## src/rtl/efpi_pkg.sv

```systemverilog
// Package for the EMA-filtered PI frequency control unit.
// Holds the sequencer state type, register indexes and integrator limits.
// No dependencies.
`default_nettype none

package efpi_pkg;

  // Register indexes on the configuration port
  localparam logic [2:0] REG_TARGET_VOLTAGE = 3'd0;
  localparam logic [2:0] REG_FREQ_MIN_HZ    = 3'd1;
  localparam logic [2:0] REG_FREQ_MAX_HZ    = 3'd2;
  localparam logic [2:0] REG_GAIN_PROP      = 3'd3;
  localparam logic [2:0] REG_GAIN_INT       = 3'd4;
  localparam logic [2:0] REG_AVG_WEIGHT     = 3'd5;
  localparam logic [2:0] REG_VOLTS_PER_CNT  = 3'd6;

  // Reset values of the configuration registers
  localparam logic [19:0] RST_TARGET_VOLTAGE = 20'd327680;
  localparam logic [19:0] RST_FREQ_MIN_HZ    = 20'd24800;
  localparam logic [19:0] RST_FREQ_MAX_HZ    = 20'd100000;
  localparam logic [19:0] RST_GAIN_PROP      = 20'd60000;
  localparam logic [15:0] RST_GAIN_INT       = 16'd50;
  localparam logic [15:0] RST_AVG_WEIGHT     = 16'd328;
  localparam logic [23:0] RST_VOLTS_PER_CNT  = 24'd21441;

  // Integrator: signed Q32.16 hertz
  localparam int unsigned INTEG_W = 48;
  localparam logic [INTEG_W-1:0] INTEG_MAX = {1'b0, {(INTEG_W-1){1'b1}}};
  localparam logic [INTEG_W-1:0] INTEG_MIN = {1'b1, {(INTEG_W-1){1'b0}}};

  // Sequencer states, one-hot
  typedef enum logic [9:0] {
    S_IDLE     = 10'b00_0000_0001,
    S_EMA_MUL  = 10'b00_0000_0010,
    S_EMA_UPD  = 10'b00_0000_0100,
    S_VOLT_MUL = 10'b00_0000_1000,
    S_VOLT_UPD = 10'b00_0001_0000,
    S_INT_MUL  = 10'b00_0010_0000,
    S_INT_UPD  = 10'b00_0100_0000,
    S_PROP_MUL = 10'b00_1000_0000,
    S_CMD      = 10'b01_0000_0000,
    S_LIM      = 10'b10_0000_0000
  } state_e;

endpackage

`default_nettype wire

```

## src/rtl/ema_filtered_pi_frequency_control_unit.sv

```systemverilog
// EMA-filtered PI frequency control unit, top level.
// One request at a time: a new sample is accepted only while the sequencer is
// idle; the sequencer runs four products through one shared signed multiplier
// plus the add steps, then waits until the result register is free.
// Reset (rst_ni low, asynchronous): registers return to defaults, average
// and integrator clear, no result pending.
// Depends on efpi_pkg.
`default_nettype none

module ema_filtered_pi_frequency_control_unit
  import efpi_pkg::*;
#(
  parameter int unsigned SAMPLE_BITS = 12
) (
  input  wire logic                   clk_i,
  input  wire logic                   rst_ni,
  // configuration write channel
  input  wire logic                   cfg_valid_i,
  output logic                        cfg_ready_o,
  input  wire logic [2:0]             cfg_index_i,
  input  wire logic [23:0]            cfg_data_i,
  // sample channel
  input  wire logic                   in_valid_i,
  output logic                        in_ready_o,
  input  wire logic [SAMPLE_BITS-1:0] adc_sample_i,
  // result channel
  output logic                        out_valid_o,
  input  wire logic                   out_ready_i,
  output logic [19:0]                 freq_command_o,
  output logic [19:0]                 avg_voltage_o,
  output logic                        clamped_o
);

  localparam int unsigned EW = SAMPLE_BITS + 16;  // average width, Q.16 counts
  localparam int unsigned AW = EW + 1;            // multiplier A operand, signed
  localparam int unsigned BW = 25;                // multiplier B operand, signed
  localparam int unsigned PW = AW + BW;           // product width
  localparam int unsigned SW = PW + 2;            // PI sum width

  localparam logic [PW-1:0] EMA_HALF  = PW'(1) << 15;
  localparam logic [PW-1:0] VOLT_HALF = PW'(1) << 23;

  // Saturate a wide sum to the 48-bit integrator range
  function automatic logic [INTEG_W-1:0] sat_integ(input logic [SW-1:0] v);
    logic [INTEG_W-1:0] r;
    if (!v[SW-1] && (|v[SW-2:INTEG_W-1])) begin
      r = INTEG_MAX;
    end else if (v[SW-1] && !(&v[SW-2:INTEG_W-1])) begin
      r = INTEG_MIN;
    end else begin
      r = v[INTEG_W-1:0];
    end
    return r;
  endfunction

  // Configuration registers
  logic [19:0] target_q, fmin_q, fmax_q, gp_q;
  logic [15:0] gi_q, aw_q;
  logic [23:0] vpc_q;

  // Sequencer and datapath registers
  state_e                 state_q, state_d;
  logic [SAMPLE_BITS-1:0] sample_q;
  logic [EW-1:0]          ema_q, ema_d;
  logic [INTEG_W-1:0]     integ_q, integ_d;
  logic signed [PW-1:0]   prod_q;
  logic [19:0]            volt_q, volt_d;
  logic [20:0]            err_q, err_d;
  logic [SW-1:0]          cmd_q, cmd_d;
  logic                   out_valid_q, out_valid_d;
  logic [19:0]            freq_q;
  logic [19:0]            volt_out_q;
  logic                   clamped_q;

  // Shared multiplier operands
  logic signed [AW-1:0] mul_a;
  logic signed [BW-1:0] mul_b;
  logic signed [PW-1:0] prod_d;

  // Step results
  logic [PW-1:0]        ema_rnd, ema_sum, volt_sum;
  logic [PW-25:0]       volt_full;
  logic [SW-1:0]        prod_ext, integ_ext, base_ext, lo_ext, hi_ext, lim;
  logic                 hit, out_free, load_out;
  logic [AW-1:0]        err_ext;

  assign cfg_ready_o = 1'b1;
  assign in_ready_o  = (state_q == S_IDLE);
  assign out_free    = !out_valid_q || out_ready_i;

  // Write configuration registers
  always_ff @(posedge clk_i or negedge rst_ni) begin
    if (!rst_ni) begin
      target_q <= RST_TARGET_VOLTAGE;
      fmin_q   <= RST_FREQ_MIN_HZ;
      fmax_q   <= RST_FREQ_MAX_HZ;
      gp_q     <= RST_GAIN_PROP;
      gi_q     <= RST_GAIN_INT;
      aw_q     <= RST_AVG_WEIGHT;
      vpc_q    <= RST_VOLTS_PER_CNT;
    end else if (cfg_valid_i) begin
      case (cfg_index_i)
        REG_TARGET_VOLTAGE: target_q <= cfg_data_i[19:0];
        REG_FREQ_MIN_HZ:    fmin_q   <= cfg_data_i[19:0];
        REG_FREQ_MAX_HZ:    fmax_q   <= cfg_data_i[19:0];
        REG_GAIN_PROP:      gp_q     <= cfg_data_i[19:0];
        REG_GAIN_INT:       gi_q     <= cfg_data_i[15:0];
        REG_AVG_WEIGHT:     aw_q     <= cfg_data_i[15:0];
        REG_VOLTS_PER_CNT:  vpc_q    <= cfg_data_i;
        default: ;
      endcase
    end
  end

  // Select multiplier operands for the current step
  assign err_ext = {{(AW-21){err_q[20]}}, err_q};

  always_comb begin
    mul_a = '0;
    mul_b = '0;
    case (state_q)
      S_EMA_MUL: begin
        mul_a = $signed({1'b0, sample_q, 16'b0} - {1'b0, ema_q});
        mul_b = $signed({9'b0, aw_q});
      end
      S_VOLT_MUL: begin
        mul_a = $signed({1'b0, ema_q});
        mul_b = $signed({1'b0, vpc_q});
      end
      S_INT_MUL: begin
        mul_a = $signed(err_ext);
        mul_b = $signed({9'b0, gi_q});
      end
      S_PROP_MUL: begin
        mul_a = $signed(err_ext);
        mul_b = $signed({5'b0, gp_q});
      end
      default: ;
    endcase
  end

  assign prod_d = mul_a * mul_b;

  // Average update: round the weighted step and clamp to the count range
  assign ema_rnd = PW'($signed(prod_q + $signed(EMA_HALF)) >>> 16);
  assign ema_sum = {{(PW-EW){1'b0}}, ema_q} + ema_rnd;

  // Voltage: round to Q4.16 volts
  assign volt_sum  = prod_q + VOLT_HALF;
  assign volt_full = volt_sum[PW-1:24];

  // PI sums in the wide signed domain
  assign prod_ext  = {{(SW-PW){prod_q[PW-1]}}, prod_q};
  assign integ_ext = {{(SW-INTEG_W){integ_q[INTEG_W-1]}}, integ_q};
  assign base_ext  = {{(SW-36){1'b0}}, (21'(fmin_q) + 21'(fmax_q)), 15'b0};
  assign lo_ext    = {{(SW-36){1'b0}}, fmin_q, 16'b0};
  assign hi_ext    = {{(SW-36){1'b0}}, fmax_q, 16'b0};

  // Clamp the command, lower limit tested first
  always_comb begin
    if ($signed(cmd_q) < $signed(lo_ext)) begin
      lim = lo_ext;
    end else if ($signed(cmd_q) > $signed(hi_ext)) begin
      lim = hi_ext;
    end else begin
      lim = cmd_q;
    end
  end
  assign hit      = (lim != cmd_q);
  assign load_out = (state_q == S_LIM) && out_free;

  // Advance the sequencer and compute next datapath values
  always_comb begin
    state_d     = state_q;
    ema_d       = ema_q;
    integ_d     = integ_q;
    volt_d      = volt_q;
    err_d       = err_q;
    cmd_d       = cmd_q;
    out_valid_d = out_valid_q && !out_ready_i;
    case (state_q)
      S_IDLE: begin
        if (in_valid_i) begin
          state_d = S_EMA_MUL;
        end
      end
      S_EMA_MUL: begin
        state_d = S_EMA_UPD;
      end
      S_EMA_UPD: begin
        if (ema_sum[PW-1]) begin
          ema_d = '0;
        end else if (|ema_sum[PW-2:EW]) begin
          ema_d = '1;
        end else begin
          ema_d = ema_sum[EW-1:0];
        end
        state_d = S_VOLT_MUL;
      end
      S_VOLT_MUL: begin
        state_d = S_VOLT_UPD;
      end
      S_VOLT_UPD: begin
        if (|volt_full[PW-25:20]) begin
          volt_d = '1;
        end else begin
          volt_d = volt_full[19:0];
        end
        err_d   = {1'b0, target_q} - {1'b0, volt_d};
        state_d = S_INT_MUL;
      end
      S_INT_MUL: begin
        state_d = S_INT_UPD;
      end
      S_INT_UPD: begin
        integ_d = sat_integ(integ_ext + prod_ext);
        state_d = S_PROP_MUL;
      end
      S_PROP_MUL: begin
        state_d = S_CMD;
      end
      S_CMD: begin
        cmd_d   = base_ext - (prod_ext + integ_ext);
        state_d = S_LIM;
      end
      S_LIM: begin
        // hold until the result register is free
        if (out_free) begin
          if (hit) begin
            integ_d = sat_integ(integ_ext + (cmd_q - lim));
          end
          out_valid_d = 1'b1;
          state_d     = S_IDLE;
        end
      end
      default: begin
        state_d = S_IDLE;
      end
    endcase
  end

  // Control registers
  always_ff @(posedge clk_i or negedge rst_ni) begin
    if (!rst_ni) begin
      state_q     <= S_IDLE;
      ema_q       <= '0;
      integ_q     <= '0;
      out_valid_q <= 1'b0;
    end else begin
      state_q     <= state_d;
      ema_q       <= ema_d;
      integ_q     <= integ_d;
      out_valid_q <= out_valid_d;
    end
  end

  // Payload registers
  always_ff @(posedge clk_i) begin
    if (in_valid_i && in_ready_o) begin
      sample_q <= adc_sample_i;
    end
    prod_q <= prod_d;
    volt_q <= volt_d;
    err_q  <= err_d;
    cmd_q  <= cmd_d;
    // hold the result fields while the next request is worked on
    if (load_out) begin
      freq_q     <= lim[35:16];
      volt_out_q <= volt_q;
      clamped_q  <= hit;
    end
  end

  assign out_valid_o    = out_valid_q;
  assign freq_command_o = freq_q;
  assign avg_voltage_o  = volt_out_q;
  assign clamped_o      = clamped_q;

  // Accepted request starts the sequence
  a_start: assert property (@(posedge clk_i) disable iff (!rst_ni)
    in_valid_i && in_ready_o |=> state_q == S_EMA_MUL)
    else $error("accepted request did not start the sequence");

  // Final step with a free result slot presents a result
  a_deliver: assert property (@(posedge clk_i) disable iff (!rst_ni)
    state_q == S_LIM && out_free |=> out_valid_o && in_ready_o)
    else $error("final step did not deliver a result");

  // A clamped command sits on one of the limits
  a_clamp: assert property (@(posedge clk_i) disable iff (!rst_ni)
    load_out && hit |=> freq_command_o == $past(fmin_q) || freq_command_o == $past(fmax_q))
    else $error("clamped command is off the limits");

endmodule

`default_nettype wire
```

## config.mk

```make
export PLATFORM = sky130hd
export DESIGN_NAME = ema_filtered_pi_frequency_control_unit
export DESIGN_NICKNAME = d
export VERILOG_FILES = /design/src/rtl/efpi_pkg.sv /design/src/rtl/ema_filtered_pi_frequency_control_unit.sv
export SDC_FILE = /design/constraint.sdc
export NUM_CORES = 2
export LEC_CHECK = 0
export ABC_AREA = 1
export BUFFER_PORTS_ARGS = -buffer_cell sky130_fd_sc_hd__buf_2
export CAP_MARGIN = 20
export CORE_ASPECT_RATIO = 2
export CORE_MARGIN = 3
export CORE_UTILIZATION = 35
export CTS_CLUSTER_SIZE = 12
export DETAILED_ROUTE_END_ITERATION = 10
export GPL_TIMING_DRIVEN = 0
export PLACE_DENSITY = 0.46
export SYNTH_ARGS = -nofsm -noshare
export SYNTH_HDL_FRONTEND = slang
export SYNTH_SLANG_ARGS = --single-unit
```

## constraint.sdc

```tcl
create_clock -name clk_i -period 17.8 [get_ports clk_i]
set_clock_uncertainty 0.2 [all_clocks]
set_input_delay 0.89 -clock clk_i [delete_from_list [all_inputs] [get_ports clk_i]]
set_output_delay 0.89 -clock clk_i [all_outputs]
set_load 0.005 [all_outputs]
```

# Word-level counts from Yosys, hierarchy flattened
# Cells that the tools add are included.
word_totals:
  reg_bits: 427
  input_bits: 44
  output_inout_bits: 44
  wordCells: 104
op_classes:
  n_addsub: 10
  mul: 1
  magnitude_cmp: 2
  eq_ne: 20
  muxes: 20
  n_reduce_logical: 32
op_table:
  columns: ["op", "count"]
  rows:
  - ["48-bit two-way mux", 6]
  - ["56-bit two-way mux", 2]
  - ["10-bit one-hot mux with 10 select lines", 1]
  - ["24-bit one-hot mux with 4 select lines", 1]
  - ["48-bit one-hot mux with 2 select lines", 1]
  - ["29-bit one-hot mux with 3 select lines", 1]
  - ["56-bit adder", 1]
  - ["56-bit by 37-bit > comparator with 1-bit output", 1]
  - ["56-bit by 37-bit less-than comparator with 1-bit output", 1]
  - ["28-bit two-way mux", 2]
  - ["56-bit inequality test", 1]
  - ["37-bit by 55-bit subtractor with 56-bit output", 1]
  - ["56-bit subtractor", 1]
  - ["54-bit by 48-bit adder with 55-bit output", 1]
  - ["54-bit by 17-bit adder with 54-bit output (second input constant)", 1]
  - ["54-bit by 24-bit adder with 54-bit output (second input constant)", 1]
  - ["29-bit by 25-bit multiplier with 54-bit output", 1]
  - ["20-bit two-way mux", 2]
  - ["29-bit by 38-bit adder with 39-bit output", 1]
  - ["28-bit by 28-bit subtractor with 29-bit output", 1]
  - ["25-bit OR reduction", 1]
  - ["20-bit by 20-bit adder with 21-bit output", 1]
  - ["20-bit by 20-bit subtractor with 21-bit output", 1]
  - ["10-bit two-way mux", 2]
  - ["26 further kinds", 52]

# Logic depth before layout (Yosys ltp)
depth:
  word_depth: 13
  depth_mapped: 44

# Worst setup path after synthesis
# No wires, ideal clock.
synth_timing:
  path_kind: "flip-flop to flip-flop"
  start: "register ema_q[1]"
  end: "register prod_q[50]"
  t_arrival_ns: 8.123
  required_time_ns: 17.528
  setup_slack_ns: 9.405
  path_stages_with_launch: 42
  path_cell_list: "dfrtp_1 -> inv_1 -> ha_1 -> nand4_1 -> or2_2 -> nor2_2 -> nand2_1 -> nor2_1 -> nand2_1 -> o21ai_1 -> inv_1 -> o21ai_1 -> o21ai_0 -> nand2_1 -> clkbuf_1 -> nand2_1 -> fa_1 -> inv_1 -> [... 6 more ...] -> fa_1 -> inv_1 -> fa_1 -> inv_1 -> ha_1 -> nand2_1 -> nor2_1 -> inv_1 -> nor2_1 -> inv_1 -> nor4_1 -> a21oi_1 -> o21ai_0 -> nand2_1 -> nand2_1 -> nand3_1 -> a21oi_1 -> xor2_1"
synth_via:
  elab_chain_cells: 3
synth_rtl:
  columns: ["item", "line_no", "source"]
  rows:
  - ["from (decl)", "ema_filtered_pi_frequency_control_unit.sv:64", "logic [EW-1:0] ema_q, ema_d;"]
  - ["from (signal assigned)", "ema_filtered_pi_frequency_control_unit.sv:251", "ema_q <= ema_d;"]
  - ["28-bit by 28-bit subtractor with 29-bit output", "ema_filtered_pi_frequency_control_unit.sv:123", "mul_a = $signed({1'b0, sample_q, 16'b0} - {1'b0, ema_q});"]
  - ["29-bit one-hot mux with 3 select lines *", "ema_filtered_pi_frequency_control_unit.sv:121", "case (state_q)"]
  - ["29-bit by 25-bit multiplier with 54-bit output *", "ema_filtered_pi_frequency_control_unit.sv:142", "assign prod_d = mul_a * mul_b;"]
  - ["named net prod_d[50]", "ema_filtered_pi_frequency_control_unit.sv:78", "logic signed [PW-1:0] prod_d;"]
  - ["to (signal assigned)", "ema_filtered_pi_frequency_control_unit.sv:262", "prod_q <= prod_d;"]
  - ["to (decl)", "ema_filtered_pi_frequency_control_unit.sv:66", "logic signed [PW-1:0] prod_q;"]
# Mark *: on every way through the listed nets, which the timed path passes. The rest lies on a longest branch.
# A chain may end at the register's enable or synchronous reset.

# Final worst setup path
layout_timing:
  start: "register state_q[9]"
  end: "register prod_q[53]"
layout_via:
  elab_chain_cells: 4
  word_cells_on_any_way: 8
  cone_classes: "mul: 1; eq/ne: 4; mux: 2; reduce/logical: 1"
layout_rtl:
  columns: ["item", "line_no", "source"]
  rows:
  - ["from (decl)", "ema_filtered_pi_frequency_control_unit.sv:62", "state_e state_q, state_d;"]
  - ["from (signal assigned)", "ema_filtered_pi_frequency_control_unit.sv:250", "state_q <= state_d;"]
  - ["10-bit by 8-bit equality test with 1-bit output / 10-bit by 6-bit equality test with 1-bit output (equally long branches)", "ema_filtered_pi_frequency_control_unit.sv:121", null]
  - ["2-bit OR reduction (no line)", null, null]
  - ["29-bit one-hot mux with 3 select lines", "ema_filtered_pi_frequency_control_unit.sv:121", null]
  - ["29-bit by 25-bit multiplier with 54-bit output *", "ema_filtered_pi_frequency_control_unit.sv:142", null]
  - ["named net prod_d[53]", "ema_filtered_pi_frequency_control_unit.sv:78", null]
# Marked as above.

==> flow_metrics.tcl <==
set metrics [dict create \
    status "completed" \
    pin_count 88 \
    critPathRequiredTime_ps 18190 \
    drtPass1Iterations 7 \
    synth_edf_count 150 \
    ys_seq_area_frac 0.184 \
    drc 0 \
    core.rowCount 216 \
    synthCells 8215 \
    cp.arrival_ps 11950 \
    max_stage_delay_ps 960 \
    period_needed_ps 11560 \
    grt_setup_unrepaired "false" \
    fillCellCount 18828 \
    power_leakage_nw 34.6 \
    post_drt_via_cell_ratio 5.11 \
    root_buffer "clkbuf_16" \
    crit_fanout 10 \
    drv_cap 0 \
    cts_tree "yes" \
    end_kind "register" \
    die_area_mm2 0.180 \
    antenna_left 0 \
    avgSynthCellArea_um2 7.43 \
    ys_async_sr_fraction 0.522 \
    yosys_most_used_dff "dfrtp_1" \
    antenna_found_initial 9 \
    grt_pass1_wl_um 414000 \
    via_count 54888 \
    cts.htree.levels 2 \
    insertion_delay_ps 680 \
    cts_buffer_depth 3 \
    drive_gt1_frac 0.0411 \
    fin_util 0.384 \
    clkSinkCount 427 \
    finalSetupViolCount 0 \
    setup_tns_ps 0 \
    worst_slew_margin_rel 0.192 \
    power_density_mw_per_mm2 115 \
    numCtsBuffers 45 \
    ys_seq_elements 427 \
    grt_use_total 0.328 \
    wl_um 293000 \
    clk_pin_slew_worst_paths_ps 80 \
    critPathLaunchType "register" \
    grt_max_degree 100 \
    syn_to_final_growth_pct 8.98 \
    drt_iter0_drc 2917 \
    worst_pin_slew_ps 1210 \
    crit_type "register to register" \
    chipHeight_um 597 \
    slew_violations 0 \
    hold_class "register to register" \
    nNetsFinal 9644 \
    core-area_mm2 0.173 \
    max_freq_ghz 0.0865 \
    fp.dieW_um 301 \
    portBuffers 86 \
    ir_drop_mv 0.0855 \
    yosysWarnings 0 \
    dpl.hpwl_um 256000 \
    start_util 0.352 \
    wl_per_cell_um 27.3 \
    post-route-period-util 0.649 \
    gp_congestion 1.02 \
    synth_cell_types 61 \
    grt_pass1_vias 59543 \
    worst_path_max_delay_cell "o21ai_1" \
    hold_viol 0 \
    syn_area_mm2 0.0610 \
    grt_overflow 0 \
]
critical path, delay by kind of cell (launching register included):
kind / cells / cell delay [ps]
adder cells (fa/ha/maj): 8 / 4010
flip-flops: 1 / 410
AO/OA/AOI/OAI: 6 / 2640
buffers and inverters: 9 / 2050
AND/OR/NAND/NOR: 7 / 1940
XOR/XNOR: 1 / 160
routing by layer:
metal  track usage  routed length (um)  up-vias
met5             0                   0        -
met4         0.361               41300        0
met3        0.0249                8150      889
met2         0.631              159000     1619
met1         0.274               85100    26803
li1              -                   -    25577
cell usage in the layout (no fill, tap or decap), types with 13 or more instances in the layout:
cell,synthesis,routed
nand2_1,2110,2110
inv_1,1692,1691
fa_1,773,773
nor2_1,753,751
ha_1,411,411
a21oi_1,400,399
o21ai_0,371,370
nand3_1,310,310
xor2_1,213,213
dfrtp_1,189,189
clkbuf_1,141,163
edfxtp_1,150,150
buf_2,26,112
xnor2_1,105,105
nand4_1,76,76
nor3_1,65,64
dfxtp_1,54,54
clkbuf_16,0,46
a31oi_1,36,35
dfstp_2,34,34
conb_1,2,28
buf_4,18,27
a21o_1,25,25
buf_6,11,24
nor4_1,22,22
clkinv_1,20,20
o21bai_1,20,20
a21boi_0,16,16
a22o_1,13,13
area by class of cell:
cell class / instances / area, um^2 / area share
Timing Repair Buffer: 128 / 1020 / 0.0153
Buffer: 198 / 926 / 0.0139
Inverter: 1721 / 6460 / 0.0971
Clock inverter: 11 / 180 / 0.00271
Clock buffer: 71 / 1270 / 0.0191
Antenna cell: 5 / 12.5 / 0.000188
Tap cell: 2289 / 2860 / 0.0430
Multi-Input combinational cell: 5895 / 42600 / 0.640
Sequential cell: 427 / 11200 / 0.168
stage by stage:
stage	power, W	instance area [um^2]	hold WS (ps)	instances	setup slack [ps]
after CTS	0.00764	66500	199	10733	6070
after global routing	0.00820	66500	221	10741	5870
after global placement	0.00659	64400	214	10616	5670
after floorplan	0.00455	61100	200	8241	9410
final	0.00766	66500	198	10745	6240
after detailed placement	0.00661	65000	208	10650	6120
synthesized netlist by cell type (25+ instances only):
library cell,number,share of area
a21o_1,25,0.0031
dfrtp_1,189,0.077
a31oi_1,36,0.0037
clkbuf_1,141,0.0087
o21ai_0,371,0.030
fa_1,773,0.25
edfxtp_1,150,0.074
inv_1,1692,0.10
nor2_1,753,0.046
nand4_1,76,0.0078
xor2_1,213,0.031
xnor2_1,105,0.015
nand3_1,310,0.025
ha_1,411,0.084
dfxtp_1,54,0.018
a21oi_1,400,0.033
dfstp_2,34,0.015
buf_2,26,0.0021
nand2_1,2110,0.13
nor3_1,65,0.0053
final timing paths:
kind                                  from           endpoint  slack [ps]  depth (start not counted)
worst max register to register  state_q[9]         prod_q[53]        6240                         31
worst min-delay path            volt_q[11]  avg_voltage_o[11]         200                          0
min in group asynchronous           rst_ni           gi_q[10]         520                          2
worst min register to register  volt_q[11]  avg_voltage_o[11]         200                          0
max in group asynchronous           rst_ni          ema_q[22]       15490                          4
worst max-delay path            state_q[9]         prod_q[53]        6240                         31
kinds of logic (layout without fill, tap and decap cells):
logic type | after synthesis | count (layout) | share of synthesized area
buffers and inverters | 1919 | 2129 | 0.121
multiplexers | 2 | 2 | 0.000369
adder cells (fa/ha/maj) | 1184 | 1184 | 0.338
flip-flops | 427 | 427 | 0.184
AND/OR/NAND/NOR | 3406 | 3406 | 0.226
AO/OA/AOI/OAI | 954 | 954 | 0.0852
other | 2 | 33 | 0.000123
XOR/XNOR | 321 | 321 | 0.0464
timing repair:
action / CTS / global route
setup buffers: 0 / 0
endpoints found under the hold margin: 28 / 0
hold buffers: 1 / 0
resized for setup: 0 / 0
state kept, by name, indices dropped and copies added (netlist names):
signal / count
aw_q: 16
state_q: 10
gp_q: 20
prod_q: 54
out_valid_o: 1
integ_q: 48
ema_q: 28
gi_q: 16
fmin_q: 20
target_q: 20
cmd_q: 56
vpc_q: 24
err_q: 21
sample_q: 12
fmax_q: 20
clamped_o: 1
volt_q: 20
avg_voltage_o: 20
freq_command_o: 20
where the power goes:
| part | switching (W) | internal (W) | total (W) |
|---|---|---|---|
| clock | 0.000467 | 0.000527 | 0.000994 |
| combinational | 0.00373 | 0.00144 | 0.00517 |
| sequential | 0.000230 | 0.00126 | 0.00149 |
| total | 0.00443 | 0.00323 | 0.00766 |
Power figures use the tool's default switching activity.
